File: src/rtl/fpiir_pkg.sv
// fpiir_pkg: shared constants and types for the direct form I iir filter
// no dependencies
`timescale 1ns / 1ps

package fpiir_pkg;

  localparam int unsigned SampleW = 16;
  localparam int unsigned CoeffW  = 16;
  localparam int unsigned ExpW    = 4;
  localparam int unsigned TapsW   = 4;
  localparam int unsigned CfgW    = 64;
  localparam int unsigned CfgIdxW = 3;
  // product is 32 bits, sum of up to 16 products plus 15-bit alignment
  localparam int unsigned AccW    = 52;

  typedef enum logic [CfgIdxW-1:0] {
    REG_NUM_TAPS  = 3'd0,
    REG_DEN_TAPS  = 3'd1,
    REG_NUM_EXP   = 3'd2,
    REG_DEN_EXP   = 3'd3,
    REG_NUM_LO    = 3'd4,
    REG_NUM_HI    = 3'd5,
    REG_DEN_LO    = 3'd6,
    REG_DEN_HI    = 3'd7
  } cfg_reg_e;

  // control from sequencer to multiplier
  typedef struct packed {
    logic start;
    logic neg;
  } mul_ctrl_t;

endpackage

File: src/rtl/fpiir_mul.sv
// fpiir_mul: bit-serial signed 16x16 multiplier, one multiplier bit per cycle
// depends on fpiir_pkg
`timescale 1ns / 1ps

module fpiir_mul import fpiir_pkg::*; (
  input  logic                     clk_i,
  input  logic                     rst_ni,
  input  mul_ctrl_t                ctrl_i,
  input  logic signed [CoeffW-1:0] coeff_i,
  input  logic signed [SampleW-1:0] data_i,
  output logic                     done_o,
  output logic signed [2*SampleW-1:0] prod_o
);

  localparam int unsigned CntW = $clog2(SampleW + 1);

  logic signed [2*SampleW-1:0] acc_q, acc_d, mcand_q, mcand_d;
  logic [SampleW-1:0] mplier_q, mplier_d;
  logic [CntW-1:0] cnt_q, cnt_d;
  logic busy_q, busy_d, neg_q, neg_d;
  logic signed [2*SampleW-1:0] addend;

  // shift-add over multiplier bits; msb carries negative weight
  always_comb begin
    acc_d = acc_q; mcand_d = mcand_q; mplier_d = mplier_q;
    cnt_d = cnt_q; busy_d = busy_q; neg_d = neg_q;
    addend = mplier_q[0] ? mcand_q : '0;
    if (ctrl_i.start) begin
      acc_d    = '0;
      mcand_d  = {{SampleW{coeff_i[CoeffW-1]}}, coeff_i};
      mplier_d = data_i;
      cnt_d    = '0;
      busy_d   = 1'b1;
      neg_d    = ctrl_i.neg;
    end else if (busy_q) begin
      if (cnt_q == CntW'(SampleW - 1)) begin
        acc_d  = acc_q - addend;
        busy_d = 1'b0;
      end else begin
        acc_d = acc_q + addend;
      end
      mcand_d  = mcand_q <<< 1;
      mplier_d = mplier_q >> 1;
      cnt_d    = cnt_q + CntW'(1);
    end
  end

  always_ff @(posedge clk_i or negedge rst_ni) begin
    if (!rst_ni) begin
      busy_q <= 1'b0;
      cnt_q  <= '0;
      neg_q  <= 1'b0;
    end else begin
      busy_q <= busy_d;
      cnt_q  <= cnt_d;
      neg_q  <= neg_d;
    end
  end

  always_ff @(posedge clk_i) begin
    acc_q    <= acc_d;
    mcand_q  <= mcand_d;
    mplier_q <= mplier_d;
  end

  assign done_o = busy_q && (cnt_q == CntW'(SampleW - 1));
  assign prod_o = neg_q ? -acc_d : acc_d;

endmodule

File: src/rtl/fixed_point_iir_direct_form_one.sv
// fixed_point_iir_direct_form_one: direct form i iir filter, top level
// sequence: accept in idle, then issue and wait for each active tap product from the
// bit-serial multiplier, then align, round and output; n numerator and d-1 feedback products
// one sample at a time: no new sample is taken until the last is output; a result not yet taken
// holds the following sample in the output state until the output is free
// reset: histories cleared, config to 1 tap each and exponent 14, coeffs zero
`timescale 1ns / 1ps

module fixed_point_iir_direct_form_one import fpiir_pkg::*; #(
  parameter int unsigned MAX_TAPS = 8
) (
  input  logic                clk_i,
  input  logic                rst_ni,
  input  logic                s_axis_tvalid,
  output logic                s_axis_tready,
  input  logic [15:0]         s_axis_tdata,  // sample_in[15:0]
  input  logic                s_axis_tlast,  // block_end
  output logic                m_axis_tvalid,
  input  logic                m_axis_tready,
  output logic [15:0]         m_axis_tdata,  // sample_out[15:0]
  output logic                m_axis_tlast,  // last_out
  input  logic                cfg_we_i,
  input  logic [CfgIdxW-1:0]  cfg_idx_i,
  input  logic [CfgW-1:0]     cfg_data_i
);

  localparam int unsigned HistD = MAX_TAPS - 1;
  localparam int unsigned JW    = $clog2(MAX_TAPS + 1);

  typedef enum logic [2:0] {S_IDLE, S_ISSUE, S_WAIT, S_ALIGN, S_ROUND, S_OUT} state_e;

  // configuration registers
  logic [TapsW-1:0] ntaps_q, dtaps_q;
  logic [ExpW-1:0]  nexp_q, dexp_q;
  logic [CfgW-1:0]  nlo_q, nhi_q, dlo_q, dhi_q;

  always_ff @(posedge clk_i or negedge rst_ni) begin
    if (!rst_ni) begin
      ntaps_q <= TapsW'(1); dtaps_q <= TapsW'(1);
      nexp_q  <= ExpW'(14); dexp_q  <= ExpW'(14);
      nlo_q <= '0; nhi_q <= '0; dlo_q <= '0; dhi_q <= '0;
    end else if (cfg_we_i) begin
      unique case (cfg_reg_e'(cfg_idx_i))
        REG_NUM_TAPS: ntaps_q <= cfg_data_i[TapsW-1:0];
        REG_DEN_TAPS: dtaps_q <= cfg_data_i[TapsW-1:0];
        REG_NUM_EXP:  nexp_q  <= cfg_data_i[ExpW-1:0];
        REG_DEN_EXP:  dexp_q  <= cfg_data_i[ExpW-1:0];
        REG_NUM_LO:   nlo_q   <= cfg_data_i;
        REG_NUM_HI:   nhi_q   <= cfg_data_i;
        REG_DEN_LO:   dlo_q   <= cfg_data_i;
        REG_DEN_HI:   dhi_q   <= cfg_data_i;
        default: ;
      endcase
    end
  end

  // clamped counts and alignment
  logic [JW-1:0] nt, dt;
  logic [ExpW-1:0] emax;
  assign nt = (ntaps_q > TapsW'(MAX_TAPS)) ? JW'(MAX_TAPS) : JW'(ntaps_q);
  assign dt = (dtaps_q > TapsW'(MAX_TAPS)) ? JW'(MAX_TAPS) : JW'(dtaps_q);
  assign emax = (nexp_q > dexp_q) ? nexp_q : dexp_q;

  state_e state_q;
  logic phase_q;                 // 0 numerator, 1 feedback
  logic [JW-1:0] j_q;
  logic signed [SampleW-1:0] x_q;
  logic last_q;
  logic signed [SampleW-1:0] xh_q [HistD];
  logic signed [SampleW-1:0] yh_q [HistD];
  logic signed [AccW-1:0] num_q, den_q, tot_q;
  logic [SampleW-1:0] y_q;
  logic ovalid_q;
  logic out_go;

  // coefficient and operand select
  logic [2*CfgW-1:0] nwords, dwords;
  logic [2:0] k;
  logic signed [CoeffW-1:0] coeff;
  logic signed [SampleW-1:0] opnd;
  assign nwords = {nhi_q, nlo_q};
  assign dwords = {dhi_q, dlo_q};
  assign k = j_q[2:0];
  assign coeff = phase_q ? dwords[k*CoeffW +: CoeffW] : nwords[k*CoeffW +: CoeffW];
  always_comb begin
    if (phase_q) opnd = yh_q[k - 3'd1];
    else if (j_q == '0) opnd = x_q;
    else opnd = xh_q[k - 3'd1];
  end

  mul_ctrl_t mctl;
  logic mdone;
  logic signed [2*SampleW-1:0] prod;
  assign mctl.start = (state_q == S_ISSUE);
  assign mctl.neg   = 1'b0;

  fpiir_mul u_mul (
    .clk_i, .rst_ni, .ctrl_i(mctl), .coeff_i(coeff), .data_i(opnd),
    .done_o(mdone), .prod_o(prod)
  );

  // input taken whenever idle; output register frees as its result is taken
  assign s_axis_tready = (state_q == S_IDLE);
  assign out_go = (state_q == S_OUT) && (!ovalid_q || m_axis_tready);

  logic signed [AccW-1:0] rnd, shifted;
  assign rnd = (emax == '0) ? '0 : (AccW'(1) <<< (emax - ExpW'(1)));
  assign shifted = tot_q >>> emax;

  always_ff @(posedge clk_i or negedge rst_ni) begin
    if (!rst_ni) begin
      state_q <= S_IDLE; phase_q <= 1'b0; j_q <= '0; ovalid_q <= 1'b0;
      for (int i = 0; i < HistD; i++) begin
        xh_q[i] <= '0; yh_q[i] <= '0;
      end
    end else begin
      if (out_go) ovalid_q <= 1'b1;
      else if (ovalid_q && m_axis_tready) ovalid_q <= 1'b0;
      unique case (state_q)
        S_IDLE: if (s_axis_tvalid && s_axis_tready) begin
          x_q <= s_axis_tdata; last_q <= s_axis_tlast;
          num_q <= '0; den_q <= '0; j_q <= '0; phase_q <= 1'b0;
          if (nt != '0) state_q <= S_ISSUE;
          else if (dt > JW'(1)) begin
            phase_q <= 1'b1; j_q <= JW'(1); state_q <= S_ISSUE;
          end else state_q <= S_ALIGN;
        end
        S_ISSUE: state_q <= S_WAIT;
        S_WAIT: if (mdone) begin
          if (!phase_q) begin
            num_q <= num_q + AccW'(prod);
            if (j_q + JW'(1) < nt) begin
              j_q <= j_q + JW'(1); state_q <= S_ISSUE;
            end else if (dt > JW'(1)) begin
              phase_q <= 1'b1; j_q <= JW'(1); state_q <= S_ISSUE;
            end else state_q <= S_ALIGN;
          end else begin
            den_q <= den_q + AccW'(prod);
            if (j_q + JW'(1) < dt) begin
              j_q <= j_q + JW'(1); state_q <= S_ISSUE;
            end else state_q <= S_ALIGN;
          end
        end
        S_ALIGN: begin
          tot_q <= (num_q <<< (emax - nexp_q)) - (den_q <<< (emax - dexp_q));
          state_q <= S_ROUND;
        end
        S_ROUND: begin
          tot_q <= tot_q + rnd;
          state_q <= S_OUT;
        end
        S_OUT: if (out_go) begin
          if (shifted > AccW'(32767)) y_q <= 16'h7fff;
          else if (shifted < -AccW'(32768)) y_q <= 16'h8000;
          else y_q <= shifted[SampleW-1:0];
          state_q <= S_IDLE;
          for (int i = HistD - 1; i > 0; i--) begin
            xh_q[i] <= last_q ? '0 : xh_q[i-1];
            yh_q[i] <= last_q ? '0 : yh_q[i-1];
          end
          xh_q[0] <= last_q ? '0 : x_q;
          if (last_q) yh_q[0] <= '0;
          else if (shifted > AccW'(32767)) yh_q[0] <= 16'sh7fff;
          else if (shifted < -AccW'(32768)) yh_q[0] <= 16'sh8000;
          else yh_q[0] <= shifted[SampleW-1:0];
        end
        default: state_q <= S_IDLE;
      endcase
    end
  end

  always_ff @(posedge clk_i) begin
    if (out_go) m_axis_tlast <= last_q;
  end

  assign m_axis_tvalid = ovalid_q;
  assign m_axis_tdata  = y_q;

`ifndef SYNTHESIS
  a_no_accept_busy: assert property (@(posedge clk_i) disable iff (!rst_ni)
    (state_q != S_IDLE) |-> !s_axis_tready) else $error("accept while busy");
  a_out_after_round: assert property (@(posedge clk_i) disable iff (!rst_ni)
    (state_q == S_OUT) |=> ovalid_q) else $error("result not raised");
  a_mul_done_wait: assert property (@(posedge clk_i) disable iff (!rst_ni)
    mdone |-> (state_q == S_WAIT)) else $error("multiplier done out of step");
`endif

endmodule

File: config.mk
export PLATFORM = sky130hd
export DESIGN_NAME = fixed_point_iir_direct_form_one
export DESIGN_NICKNAME = d
export VERILOG_FILES = /design/src/rtl/fpiir_pkg.sv /design/src/rtl/fpiir_mul.sv /design/src/rtl/fixed_point_iir_direct_form_one.sv
export SDC_FILE = /design/constraint.sdc
export NUM_CORES = 2
export LEC_CHECK = 0
export BUFFER_PORTS_ARGS = -buffer_cell sky130_fd_sc_hd__buf_4
export CORE_ASPECT_RATIO = 0.75
export CORE_MARGIN = 1.5
export CORE_UTILIZATION = 64
export CTS_CLUSTER_SIZE = 12
export DETAILED_ROUTE_END_ITERATION = 12
export GPL_TIMING_DRIVEN = 0
export PLACE_DENSITY = 0.79
export SKIP_LAST_GASP = 1
export SLEW_MARGIN = 20
export SYNTH_ARGS = -nofsm -noshare
export SYNTH_HDL_FRONTEND = slang
export SYNTH_SLANG_ARGS = --single-unit
File: constraint.sdc
create_clock -name clk_i -period 9.9 [get_ports clk_i]
set_input_delay 1.98 -clock clk_i [delete_from_list [all_inputs] [get_ports clk_i]]
set_output_delay 1.98 -clock clk_i [all_outputs]
set_load 0.005 [all_outputs]
==> impl_results.md <==
* Status: complete, no violations
* Layout cells sized above 1 at 0.1334
* First-pass GRT wire length at 259700 µm
* CTS tree: yes
* Synthesized instance count at 5593
* Placed instance count at 6828
* Worst EP required at 10250 ps
* Die Y at 253.0 µm
* Initial antenna violation count at 9
* Rows at 91
* Filler cell count in the final layout at 6227
* H-Tree Depth at 3
* Cts bufs inserted at 82
* Top cells by area, synth: dfrtp_1, edfxtp_1, mux4_2
* Top Ports at 108
* Average size of a mapped cell at 9.535 µm²
* Highest clock rate at 0.1062 GHz
* DR WL/cell at 24.65 µm
* Port Buffers at 105
* Root Driver: clkbuf_16
* Final min period at 9412 ps
* Final #Nets at 6068
* Final setup fails at 0
* TritonRoute pass-1 iters at 7
* Cell Area, Synth at 0.05333 mm²
* Final worst-path cycle share at 0.9507
* Worst skew pair latency at 660 ps
* Top cells by count, synth: nand2_1, dfrtp_1, o21ai_0
* Startpoint Class: flop
* Max Clock Skew at 43.47 ps
* Die Footprint at 0.08509 mm²
* Slew Limit Fails at 0
* Syn nets at 5872
* CTS Buffer Depth at 3
* Hpwl dp at 132200 µm
* Gpl congestion at 1.038
* Vias post-DR at 46290
* Number of global-route vias before repair at 43260
* Async set-reset flop share out of synthesis at 0.6543
* Worst-margin pin slew at 1181 ps
* CTS Sinks at 781
* CP Capture Type: flop
* Reg clk slew, reported paths at 60 ps
* Netlist cell types at 98
* HP Class: reg -> reg
* Max FO, Critical Path at 12
* Post-synthesis sequential area ratio at 0.3860
* Routed Antenna Nets at 0
* Area growth syn-to-layout at 9.734%
* CORE AREA at 0.08232 mm²
* Pin count of the biggest net entering global routing at 101
* Most frequent cell after synthesis: nand2_1
* Ys flop type: dfrtp_1
* Worst slew margin at 0.2124
* Yosys top cell by area: dfrtp_1
* Synthesized flop and latch total at 781
* Util after Layout at 0.7109
* Routed WL at 171600 µm
* Fin cells at 6962
* CP max stage delay at 600 ps
* Final Hold Fails at 0
* # Post-CTS Setup Buffers at 0
* Initial DRC Count at 6044
* GRT overflow at 0
* Die extent in x at 336.3 µm
* Maxcap violations at 0
* Top-area cell type share of the netlist area at 0.2360
* RSZ-0062 raised after global routing: false
* Initial Utilization at 0.6478
* Total track usage at 0.3994
* DRC viols at 0
* EDFF count, synth at 238
* Arrival time at the worst endpoint at 9760 ps
* Critical setup path kind: reg -> reg
* Slowest cell on the critical path: dfstp_2
* YS warnings at 0
* Vias per cell at 6.649
## layout by cell type (no fill, tap or decap), types with 51 or more instances in the layout
cell | synthesis | final
inv_1 | 93 | 93
edfxtp_1 | 238 | 238
nand2b_1 | 253 | 253
mux4_2 | 147 | 147
clkbuf_16 | 0 | 83
ha_1 | 183 | 183
o21ai_0 | 468 | 467
nor3_1 | 92 | 90
mux2i_1 | 282 | 281
nand2_1 | 674 | 673
buf_4 | 3 | 108
xor2_1 | 93 | 92
nor2_1 | 425 | 424
dfrtp_1 | 503 | 503
a21o_1 | 99 | 99
a21oi_1 | 318 | 316
and3_1 | 62 | 62
clkbuf_1 | 298 | 315
a211oi_1 | 51 | 51
xnor2_1 | 135 | 129
nand3_1 | 105 | 105
mux2_2 | 290 | 290
## worst max-delay path: cells and delay by family (launching register included)
family | cells | cell delay (ps)
adder cells (fa/ha/maj) | 3 | 1070
multiplexers | 3 | 860
XOR/XNOR | 2 | 830
flip-flops | 1 | 600
AO/OA/AOI/OAI | 11 | 2940
buffers and inverters | 7 | 2440
AND/OR/NAND/NOR | 3 | 390
## worst paths after layout
check                      cells after the start              to  slack, ps  startpoint
min in group asynchronous                      1        yh_q[52]       1220      rst_ni
hold / removal                                 2         xh_q[4]        480     xh_q[4]
setup reg to reg                              29       tot_q[46]        490   dexp_q[1]
max in group asynchronous                      6  u_mul.cnt_q[1]       6260      rst_ni
hold reg to reg                                2         xh_q[4]        480     xh_q[4]
setup / recovery                              29       tot_q[46]        490   dexp_q[1]
## sequential cells by signal (all words and copies together) (netlist names), 32 cells and up
signal         flops
den_q             52
dhi_q             64
dlo_q             64
nhi_q             64
nlo_q             64
num_q             52
tot_q             52
u_mul.acc_q       32
u_mul.mcand_q     32
xh_q             112
yh_q             112
## what timing repair did
action,in CTS,in global routing
gates resized for setup,22,29
hold buffers,0,0
endpoints found under the hold margin,0,0
setup endpoints to repair,36,54
## cell families after synthesis
| kind of cell | after synthesis | synth area share |
|---|---|---|
| XOR/XNOR | 228 | 0.03744 |
| AND/OR/NAND/NOR | 1865 | 0.1653 |
| flip-flops | 781 | 0.3860 |
| multiplexers | 721 | 0.1769 |
| AO/OA/AOI/OAI | 1332 | 0.1543 |
| buffers and inverters | 475 | 0.03423 |
| adder cells (fa/ha/maj) | 191 | 0.04575 |
## stage by stage
step,area [µm²],setup slack (ps),setup TNS (ps),hold WS (ps)
2_1_floorplan,53330,1531,0,449.2
3_3_place_gp,55510,-3254,-363820,461.7
3_5_place_dp,55920,-1587,-22420,469.3
4_1_cts,58410,6.616,0,482.6
5_1_grt,58520,2.085,0,502.1
6_report,58520,488.1,0,483.2
## area by class of cell
class / count / area [µm²] / share of cell area
diodes: 1 / 2.502 / 0.00004276
plain buffers: 367 / 1459 / 0.02493
clock buffers: 125 / 2315 / 0.03955
clock inverters: 15 / 137.6 / 0.002352
inverters: 100 / 375.4 / 0.006414
multi-input cells: 4337 / 31090 / 0.5313
flip-flops and latches: 781 / 20580 / 0.3517
well taps: 1116 / 1396 / 0.02386
repair buffers: 120 / 1161 / 0.01984
## routing by layer
layer | wire [µm] | global-route usage | up-vias
met2 | 69710 | 0.5480 | 2668
met4 | 4861 | 0.1100 | 12
met1 | 74670 | 0.6048 | 22490
met3 | 22320 | 0.1231 | 341
li1 | - | - | 20780
met5 | 74 | 0 | -
Power is left out: the tool's default activity adds up to more than one toggle a clock period on the data nets, which glitch-free logic cannot reach.
